**config.mk**
```make
export PLATFORM = sky130hd
export DESIGN_NAME = timing_wheel_scheduler
export DESIGN_NICKNAME = d
export VERILOG_FILES = /design/src/design/tws_pkg.sv /design/src/design/tws_ctrl.sv /design/src/design/tws_dp.sv /design/src/design/timing_wheel_scheduler.sv
export SDC_FILE = /design/constraint.sdc
export NUM_CORES = 1
export LEC_CHECK = 0
export ABC_AREA = 1
export BUFFER_PORTS_ARGS = -buffer_cell sky130_fd_sc_hd__buf_2
export CAP_MARGIN = 30
export CORE_MARGIN = 2
export CORE_UTILIZATION = 30
export DETAILED_ROUTE_END_ITERATION = 6
export GPL_TIMING_DRIVEN = 0
export PLACE_DENSITY = 0.55
export SLEW_MARGIN = 40
export SYNTH_ARGS = -nofsm -noshare
export SYNTH_HDL_FRONTEND = slang
export SYNTH_SLANG_ARGS = --single-unit
```
**constraint.sdc**
```tcl
create_clock -name clk -period 4.8 [get_ports clk]
set_input_delay 0.24 -clock clk [delete_from_list [all_inputs] [get_ports clk]]
set_output_delay 0.24 -clock clk [all_outputs]
set_load 0.05 [all_outputs]
```
**src/design/tws_pkg.sv**
```systemverilog
`default_nettype none

package tws_pkg;

  // Wheel geometry (SLOTS must stay a power of two: slot math is a mask)
  localparam int SLOTS      = 64;
  localparam int TIMERS     = 32;
  localparam int SLOT_W     = $clog2(SLOTS);
  localparam int TID_W      = (TIMERS > 1) ? $clog2(TIMERS) : 1;

  // Field widths
  localparam int KIND_W     = 2;
  localparam int ID_W       = 5;
  localparam int DELAY_W    = 20;
  localparam int IVAL_W     = 10;
  localparam int ROUNDS_W   = 14;
  localparam int ROUNDS_MAX = (1 << ROUNDS_W) - 1;
  localparam int DCNT_W     = $clog2(DELAY_W + 1);

  typedef enum logic [KIND_W-1:0] {
    KIND_ADD   = 2'd0,
    KIND_REARM = 2'd1,
    KIND_DEL   = 2'd2,
    KIND_TICK  = 2'd3
  } tws_kind_t;

  typedef struct packed {
    tws_kind_t          kind;
    logic [ID_W-1:0]    timer_id;
    logic [DELAY_W-1:0] delay;
  } tws_in_t;

  typedef struct packed {
    logic [ID_W-1:0] expired_id;
    logic            last_expired;
  } tws_out_t;

  typedef enum logic [2:0] {
    ST_IDLE,
    ST_DIV,
    ST_WRITE,
    ST_SCAN_RD,
    ST_SCAN_EV,
    ST_FLUSH
  } tws_state_t;

  // Controller to datapath
  typedef struct packed {
    logic div_init;
    logic div_step;
    logic write;
    logic del;
    logic scan_init;
    logic scan_read;
    logic scan_eval;
    logic flush;
    logic advance;
  } tws_cmd_t;

  // Datapath to controller
  typedef struct packed {
    logic req_sched;
    logic req_del;
    logic req_tick;
    logic div_last;
    logic scan_last;
    logic hit_expire;
    logic pend_valid;
    logic out_free;
  } tws_sts_t;

endpackage

`default_nettype wire

```
**src/design/tws_ctrl.sv**
```systemverilog
`default_nettype none

module tws_ctrl (
  input  wire logic          clk,
  input  wire logic          rst_n,
  input  wire logic          in_valid,
  output logic               in_ready,
  input  wire tws_pkg::tws_sts_t sts,
  output tws_pkg::tws_cmd_t  cmd
);
  import tws_pkg::*;

  tws_state_t state_r, state_nxt;

  always_ff @(posedge clk) begin
    if (!rst_n) begin
      state_r <= ST_IDLE;
    end else begin
      state_r <= state_nxt;
    end
  end

  always_comb begin
    state_nxt = state_r;
    cmd       = '0;
    in_ready  = 1'b0;
    unique case (state_r)
      ST_IDLE: begin
        in_ready = 1'b1;
        if (in_valid) begin
          if (sts.req_tick) begin
            cmd.scan_init = 1'b1;
            state_nxt     = ST_SCAN_RD;
          end else if (sts.req_sched) begin
            cmd.div_init = 1'b1;
            state_nxt    = ST_DIV;
          end else if (sts.req_del) begin
            cmd.del = 1'b1;
          end
        end
      end
      ST_DIV: begin
        cmd.div_step = 1'b1;
        if (sts.div_last) begin
          state_nxt = ST_WRITE;
        end
      end
      ST_WRITE: begin
        cmd.write = 1'b1;
        state_nxt = ST_IDLE;
      end
      ST_SCAN_RD: begin
        cmd.scan_read = 1'b1;
        state_nxt     = ST_SCAN_EV;
      end
      ST_SCAN_EV: begin
        // hold while a second expiry would need the busy output register
        if (!(sts.hit_expire && sts.pend_valid && !sts.out_free)) begin
          cmd.scan_eval = 1'b1;
          state_nxt     = sts.scan_last ? ST_FLUSH : ST_SCAN_RD;
        end
      end
      ST_FLUSH: begin
        if (!sts.pend_valid) begin
          cmd.advance = 1'b1;
          state_nxt   = ST_IDLE;
        end else if (sts.out_free) begin
          cmd.flush   = 1'b1;
          cmd.advance = 1'b1;
          state_nxt   = ST_IDLE;
        end
      end
      default: begin
        state_nxt = ST_IDLE;
      end
    endcase
  end

  a_ready_idle_only: assert property (@(posedge clk) disable iff (!rst_n)
    in_ready |-> !(cmd.scan_eval || cmd.div_step || cmd.write || cmd.flush))
    else $error("request taken while busy");

  a_div_then_write: assert property (@(posedge clk) disable iff (!rst_n)
    (cmd.div_step && sts.div_last) |=> cmd.write)
    else $error("divide finished without entry write");

  a_flush_advances: assert property (@(posedge clk) disable iff (!rst_n)
    cmd.flush |-> cmd.advance)
    else $error("final expiry pushed without slot advance");

endmodule

`default_nettype wire

```
**src/design/tws_dp.sv**
```systemverilog
`default_nettype none

module tws_dp (
  input  wire logic              clk,
  input  wire logic              rst_n,
  input  wire tws_pkg::tws_in_t  in_req,
  input  wire logic              cfg_we,
  input  wire logic [tws_pkg::IVAL_W-1:0] cfg_wdata,
  input  wire tws_pkg::tws_cmd_t cmd,
  output tws_pkg::tws_sts_t      sts,
  output logic                   out_valid,
  input  wire logic              out_ready,
  output tws_pkg::tws_out_t      out_res
);
  import tws_pkg::*;

  logic [IVAL_W-1:0]   ival_r;
  logic [TIMERS-1:0]   valid_r;
  logic [SLOT_W-1:0]   cur_r;

  logic [ROUNDS_W-1:0] rounds_mem [TIMERS];
  logic [SLOT_W-1:0]   slot_mem   [TIMERS];
  logic [ROUNDS_W-1:0] rd_rounds_r;
  logic [SLOT_W-1:0]   rd_slot_r;

  logic [TID_W-1:0]    id_r;
  logic                dzero_r;
  logic [DELAY_W-1:0]  quo_r;
  logic [IVAL_W-1:0]   rem_r;
  logic [DCNT_W-1:0]   dcnt_r;

  logic [TID_W-1:0]    scan_idx_r;
  logic                pend_valid_r;
  logic [ID_W-1:0]     pend_id_r;
  logic                out_valid_r;
  tws_out_t            out_res_r;

  logic [IVAL_W-1:0]   ival;
  logic [IVAL_W:0]     trial;
  logic                ge;
  logic [DELAY_W-1:0]  ticks;
  logic [DELAY_W-1:0]  rnd_full;
  logic [ROUNDS_W-1:0] rounds_new;
  logic [SLOT_W-1:0]   slot_new;
  logic [TID_W-1:0]    req_idx;
  logic                id_ok;
  logic                hit;
  logic                expire;
  logic                dec;
  logic                push;
  tws_out_t            push_res;

  assign ival     = (ival_r == '0) ? IVAL_W'(1) : ival_r;
  assign trial    = {rem_r, quo_r[DELAY_W-1]};
  assign ge       = trial >= {1'b0, ival};

  assign ticks      = dzero_r ? DELAY_W'(1) : quo_r;
  assign rnd_full   = ticks >> SLOT_W;
  assign rounds_new = (rnd_full > DELAY_W'(ROUNDS_MAX)) ? ROUNDS_W'(ROUNDS_MAX)
                                                         : rnd_full[ROUNDS_W-1:0];
  assign slot_new   = cur_r + ticks[SLOT_W-1:0];

  assign req_idx = in_req.timer_id[TID_W-1:0];
  assign id_ok   = 32'(in_req.timer_id) < TIMERS;

  assign hit    = valid_r[scan_idx_r] && (rd_slot_r == cur_r);
  assign expire = hit && (rd_rounds_r == '0);
  assign dec    = cmd.scan_eval && hit && (rd_rounds_r != '0);

  assign sts.req_tick   = in_req.kind == KIND_TICK;
  assign sts.req_sched  = id_ok && ((in_req.kind == KIND_ADD) ||
                          ((in_req.kind == KIND_REARM) && valid_r[req_idx]));
  assign sts.req_del    = id_ok && (in_req.kind == KIND_DEL);
  assign sts.div_last   = dcnt_r == DCNT_W'(1);
  assign sts.scan_last  = scan_idx_r == TID_W'(TIMERS - 1);
  assign sts.hit_expire = expire;
  assign sts.pend_valid = pend_valid_r;
  assign sts.out_free   = !out_valid_r || out_ready;

  // a new expiry pushes the held one out as not-last; flush pushes it as last
  assign push = cmd.flush || (cmd.scan_eval && expire && pend_valid_r);
  assign push_res.expired_id   = pend_id_r;
  assign push_res.last_expired = cmd.flush;

  always_ff @(posedge clk) begin
    if (!rst_n) begin
      ival_r <= IVAL_W'(1);
    end else if (cfg_we) begin
      ival_r <= cfg_wdata;
    end
  end

  always_ff @(posedge clk) begin
    if (!rst_n) begin
      valid_r      <= '0;
      cur_r        <= '0;
      dcnt_r       <= '0;
      pend_valid_r <= 1'b0;
      out_valid_r  <= 1'b0;
    end else begin
      if (cmd.write) begin
        valid_r[id_r] <= 1'b1;
      end
      if (cmd.del) begin
        valid_r[req_idx] <= 1'b0;
      end
      if (cmd.scan_eval && expire) begin
        valid_r[scan_idx_r] <= 1'b0;
      end
      if (cmd.advance) begin
        cur_r <= cur_r + SLOT_W'(1);
      end
      if (cmd.div_init) begin
        dcnt_r <= DCNT_W'(DELAY_W);
      end else if (cmd.div_step) begin
        dcnt_r <= dcnt_r - DCNT_W'(1);
      end
      if (cmd.scan_init || cmd.flush) begin
        pend_valid_r <= 1'b0;
      end else if (cmd.scan_eval && expire) begin
        pend_valid_r <= 1'b1;
      end
      if (push) begin
        out_valid_r <= 1'b1;
      end else if (out_ready) begin
        out_valid_r <= 1'b0;
      end
    end
  end

  // payload registers: no reset
  always_ff @(posedge clk) begin
    if (cmd.div_init) begin
      id_r    <= req_idx;
      dzero_r <= in_req.delay == '0;
      quo_r   <= in_req.delay;
      rem_r   <= '0;
    end else if (cmd.div_step) begin
      rem_r <= ge ? IVAL_W'(trial - {1'b0, ival}) : trial[IVAL_W-1:0];
      quo_r <= {quo_r[DELAY_W-2:0], ge};
    end
    if (cmd.scan_init) begin
      scan_idx_r <= '0;
    end else if (cmd.scan_eval) begin
      scan_idx_r <= scan_idx_r + TID_W'(1);
    end
    if (cmd.scan_eval && expire) begin
      pend_id_r <= ID_W'(scan_idx_r);
    end
    if (push) begin
      out_res_r <= push_res;
    end
  end

  // entry memories: one write, one registered read
  always_ff @(posedge clk) begin
    if (cmd.write) begin
      rounds_mem[id_r] <= rounds_new;
      slot_mem[id_r]   <= slot_new;
    end else if (dec) begin
      rounds_mem[scan_idx_r] <= rd_rounds_r - ROUNDS_W'(1);
    end
    if (cmd.scan_read) begin
      rd_rounds_r <= rounds_mem[scan_idx_r];
      rd_slot_r   <= slot_mem[scan_idx_r];
    end
  end

  assign out_valid = out_valid_r;
  assign out_res   = out_res_r;

  a_write_after_div: assert property (@(posedge clk) disable iff (!rst_n)
    cmd.write |-> dcnt_r == '0)
    else $error("entry written before divide finished");

  a_expire_clears: assert property (@(posedge clk) disable iff (!rst_n)
    (cmd.scan_eval && expire) |=> !valid_r[$past(scan_idx_r)])
    else $error("expired entry still valid");

  a_no_overwrite: assert property (@(posedge clk) disable iff (!rst_n)
    push |-> (!out_valid_r || out_ready))
    else $error("output overwritten before taken");

  a_slot_step: assert property (@(posedge clk) disable iff (!rst_n)
    cmd.advance |=> cur_r == $past(cur_r) + SLOT_W'(1))
    else $error("current slot did not advance by one");

endmodule

`default_nettype wire

```
**src/design/timing_wheel_scheduler.sv**
```systemverilog
// Sequence: add/re-arm runs a 20-step divide, one entry write, then returns to idle;
//   delete completes in idle; tick accepts, then per entry does one read and one
//   evaluate step over the entry memory, then a flush, and can be held by output stalls.
// Requests are taken one at a time, only in idle, after the previous one completes.
// Reset (rst_n low, synchronous): all entries invalid, current slot zero,
//   tick_interval back to 1, output empty. No clearing pass is needed.
`default_nettype none

module timing_wheel_scheduler (
  input  wire logic                       clk,
  input  wire logic                       rst_n,
  input  wire logic                       in_valid,
  output logic                            in_ready,
  input  wire tws_pkg::tws_in_t           in_req,
  output logic                            out_valid,
  input  wire logic                       out_ready,
  output tws_pkg::tws_out_t               out_res,
  input  wire logic                       cfg_we,
  input  wire logic [tws_pkg::IVAL_W-1:0] cfg_wdata
);
  import tws_pkg::*;

  // Controller and datapath talk only through these two bundles.
  tws_cmd_t cmd;
  tws_sts_t sts;

  // Sequencer: accept a request in idle (a delete completes there), run the divider for
  // add/re-arm, sweep every entry for a tick, then flush any held expiry with last set.
  tws_ctrl u_ctrl (
    .clk      (clk),
    .rst_n    (rst_n),
    .in_valid (in_valid),
    .in_ready (in_ready),
    .sts      (sts),
    .cmd      (cmd)
  );

  // Datapath: interval register, valid flops, entry memories, restoring
  // divider, one-deep expiry hold register and the output register.
  // The hold register lets each expiry learn whether it is the last one.
  tws_dp u_dp (
    .clk       (clk),
    .rst_n     (rst_n),
    .in_req    (in_req),
    .cfg_we    (cfg_we),
    .cfg_wdata (cfg_wdata),
    .cmd       (cmd),
    .sts       (sts),
    .out_valid (out_valid),
    .out_ready (out_ready),
    .out_res   (out_res)
  );

endmodule

`default_nettype wire

```
==> qor.log <==
qor: routing.routed-via-count 23,170
qor: sta.fin_skew 0.02628 ns
qor: synthesis.synthesis.nets 2,874
qor: synthesis.yosysWarningCount 0
qor: sta.final.period_utilization 89.48%
qor: synthesis.synth-xor-area-share 0.8144%
qor: cells_and_area.final_area 0.03837 mm2
qor: synthesis.synthAdderAreaFrac 1.094%
qor: critical_path.critical-path-max-stage-delay 0.83 ns
qor: critical_path.crit_family simple AND/OR/NAND/NOR gates
qor: cells_and_area.seqCellArea 0.02239 mm2
qor: cells_and_area.most-common-layout-cells edfxtp_1, nor2_1, o21ai_0
qor: routing.antenna_left 0
qor: synthesis.syn_inst 2,805
qor: cells_and_area.final_core_utilization 35.89%
qor: power.power-per-cell-area 582.2 mW/mm2
qor: clock_network.tritoncts yes
qor: status.result_of_the_run completed
qor: placed_design.post_dp_cell_area 0.03507 mm2
qor: placed_design.place.detailed.instances 4,280
qor: clock_network.cts.clk_slew.worst_paths 0.06 ns
qor: sta.timing.final.crit_period 4.295 ns
qor: critical_path.worst-endpoint-arrival 4.56 ns
qor: sta.timing_worst_slew_pin_value 0.9578 ns
qor: sta.timing.fmax 232.8 MHz
qor: clock_network.worst_skew_pair.late_latency 0.66 ns
qor: hold_path.hold_path_end u_dp.ival_r[4]
qor: critical_path.beginning_of_the_worst_register_to_register_path u_dp.scan_idx_r[3]
qor: critical_path.critical_path_buf_inv_count 3
qor: critical_path.worst-path-max-fanout 14
qor: synthesis.main_combinational_cell_family_by_area_after_synthesis compound AO/OA/AOI/OAI gates
qor: sta.finalWorstSetupSlack 0.5048 ns
qor: sta.setup_viol_count_final 0
qor: floorplanning.core_area 0.1069 mm2
qor: critical_path.rr_worst_depth 12
qor: floorplanning.die_height 331.9 um
qor: sta.report.final.slew_viol_count 0
qor: routing.drc 0
qor: hold_path.number_of_stages_on_the_worst_hold_path 4
qor: routing.drt-wirelength-per-cell 23.13 um
qor: sta.relative_slew_slack 35.65%
qor: routing.drt_wl_total 103,600 um
qor: clock_network.cts-buffers-inserted 84
qor: routing.detailedRoute.firstPassIterationCount 5
qor: grt.grt_antenna_before_repair 0
qor: placed_design.post-place-ws 0.5334 ns
qor: placed_design.port_buffers 48
qor: sta.setup-tns-final 0 ns
qor: cells_and_area.n_fill_cell 10,490
qor: routing.drt_iter0_markers 2,563
qor: placed_design.place.detailed.hpwl 72,460 um
qor: sta.grt_setup_unrepaired no
qor: floorplanning.die_area 0.1102 mm2
qor: placed_design.place_congestion 0.9252
qor: clock_network.cts_root_buffer clkbuf_16
qor: synthesis.synthesis.area_per_instance 11.50 um2
qor: synthesis.postSynthRegisterBits 770
qor: cells_and_area.mostFrequentLayoutCell edfxtp_1
qor: grt.grt_start_max_net_pins 33
qor: synthesis.simple_gate_share_of_the_synthesized_area 11.44%
qor: grt.grt_util_all_layers 18.37%
qor: synthesis.synthDistinctLibCells 41
qor: clock_network.post-cts-setup-buffers 0
qor: synthesis.synthArstFlopShare 0%
qor: cells_and_area.final_layout_size_suffix_gt1_share 10.12%
qor: grt.grt_overflow_total 0
qor: clock_network.htree_levels 3
qor: critical_path.worst_ep_required_time 5.06 ns
qor: critical_path.cpMostUsedCell nand2_1
qor: critical_path.worstReg2RegEnd u_dp.rounds_mem[16][13]
qor: critical_path.worst_setup_path_end_kind register
qor: synthesis.ys_dominant_reg_cell edfxtp_1
qor: grt.grt_first_pass_wirelength 150,100 um
qor: critical_path.start_kind register
qor: routing.routed_via_density 5.172
qor: clock_network.cts_num_sinks 770
qor: critical_path.cpMaxStageDelayCell nor2_2
qor: synthesis.synthesized_cell_area 0.03226 mm2
qor: synthesis.complex_gate_fraction_of_the_synthesized_area 13.19%
qor: synthesis.synth.mux.area_fraction 0%
qor: cells_and_area.area_growth_syn_to_layout 18.93%
qor: hold_path.timing.hold.worst.class input pin to register
qor: hold_path.worst_hold_startpoint cfg_we
qor: power.leak 0.01300 uW
qor: sta.timing_hold_violations_final 0
qor: synthesis.synth.yosys.seq_area_share 69.40%
qor: floorplanning.num_io_pins 50
qor: critical_path.path_cells buf_2, inv_1, nor3_1, nand2_1, nand2_1, nor2_1, nand2_1, nand4_2, buf_4, nand2_1, nand3_2, nor2_2
qor: critical_path.worst-r2r-setup-slack 0.50 ns
qor: cells_and_area.fin_cells 4,479
qor: power.peakVddDrop 0.2730 mV
qor: cells_and_area.design.final.nets 3,074
qor: clock_network.clock_tree.buffer_depth 3
qor: flow_run.drv.max_cap_violation_count 0
qor: critical_path.critPathKind register to register
qor: floorplanning.std_cell_rows 120
qor: floorplanning.die_w 331.9 um
qor: synthesis.synth-edff-count 697
qor: grt.first_global_vias 22,010
qor: floorplanning.initial_core_util 30.18%
qor: cells_and_area.multi_input_area 0.009070 mm2
==> worst max path at each step <==
stage,cells past startpoint,slack [ns],start,to
floorplan,14,1.36,u_dp.scan_idx_r[0],u_dp.rounds_mem[0][3]
global placement,11,-2.64,u_dp.scan_idx_r[1],u_dp.rounds_mem[27][4]
detailed placement,11,0.53,u_dp.scan_idx_r[3],u_dp.rounds_mem[4][4]
CTS,11,0.52,u_dp.scan_idx_r[3],u_dp.rounds_mem[4][2]
global route,11,0.37,u_dp.scan_idx_r[3],u_dp.rounds_mem[16][12]
finish,12,0.50,u_dp.scan_idx_r[3],u_dp.rounds_mem[16][13]
==> flip-flops by register name, summed over array words and instances (netlist names), 3 cells and up <==
register          flops
u_ctrl.state_r        3
u_dp.quo_r           20
u_dp.out_res          6
u_dp.rd_slot_r        6
u_dp.id_r             5
u_dp.scan_idx_r       5
u_dp.dcnt_r           5
u_dp.slot_mem       192
u_dp.ival_r          10
u_dp.valid_r         32
u_dp.rem_r           10
u_dp.cur_r            6
u_dp.pend_id_r        5
u_dp.rounds_mem     448
u_dp.rd_rounds_r     14
==> report_power, final <==
group	internal, uW	switching, uW	total (uW)
Combinational	1930	5570	7500
Sequential	8040	159	8200
Clock	3870	2770	6640
Total	13800	8500	22300
==> per-stage QoR <==
stage | power (uW) | hold WS (ns)
finish | 22340 | 0.03727
global route | 23260 | 0.05774
CTS | 22270 | 0.009143
detailed placement | 15650 | 0.4066
global placement | 15430 | 0.4033
floorplan | 12400 | 0.3389
==> synthesized netlist by cell type, types with 2 or more instances <==
cell type  instances  area (um2)
edfxtp_1         697       20930
nor2_1           461        1730
o21ai_0          385        1927
nand2_1          294        1104
inv_1            176       660.6
o22ai_1          162        1013
clkbuf_1         132       495.5
nand3_1           83       415.4
dfxtp_1           73        1461
a21oi_1           55       275.3
a221oi_1          40       350.3
a22o_1            32       280.3
nor3_1            28       140.1
ha_1              25       312.8
xor2_1            23       201.4
nand4_1           22       137.6
a31oi_1           16       100.1
buf_2             16       80.08
o221ai_1          15       131.4
o21ai_1            9       45.04
buf_1              7       26.28
xnor2_1            7       61.31
nor4_1             6       37.54
inv_2              5       18.77
buf_4              4       30.03
nand3_2            4       40.04
o21ai_2            4       35.03
or2_2              4       25.02
a211oi_1           3       22.52
a22oi_1            2       15.01
fa_1               2       40.04
nor3_2             2       20.02
o211ai_1           2       15.01
o21bai_1           2       15.01
==> cell families after synthesis <==
family                   count (synthesis)
AO/OA/AOI/OAI                          731
buffers and inverters                  340
flip-flops                             770
AND/OR/NAND/NOR                        907
XOR/XNOR                                30
adder cells (fa/ha/maj)                 27
==> tightest hold or removal path, stage by stage <==
cell and delay, ns:
buf_2 0.10, inv_2 0.07, o21ai_0 0.18, a21oi_1 0.05
==> cell type report <==
type	instances	area share (%)
diodes	2	0.01304
plain buffers	159	1.660
clock buffers	100	5.690
clock inverters	55	1.621
inverters	181	1.771
multi-input cells	1695	23.64
flip-flops and latches	770	58.35
well taps	1403	4.575
repair buffers	114	2.680
==> layer usage <==
metal,vias to the layer above,GRT usage (%),part of all wire [%]
li1,10590,-,-
met1,11330,24.93,42
met2,1052,29.14,45
met3,186,2.966,8.0
met4,0,7.882,4.4
met5,-,0,0
==> timing repair <==
item                                    4_1_cts  5_1_grt
hold buffers                                 42        0
endpoints found under the setup margin        0        0
gates resized for setup                       0        0
endpoints found under the hold margin        39        0
(Power assumes the default switching activity.)
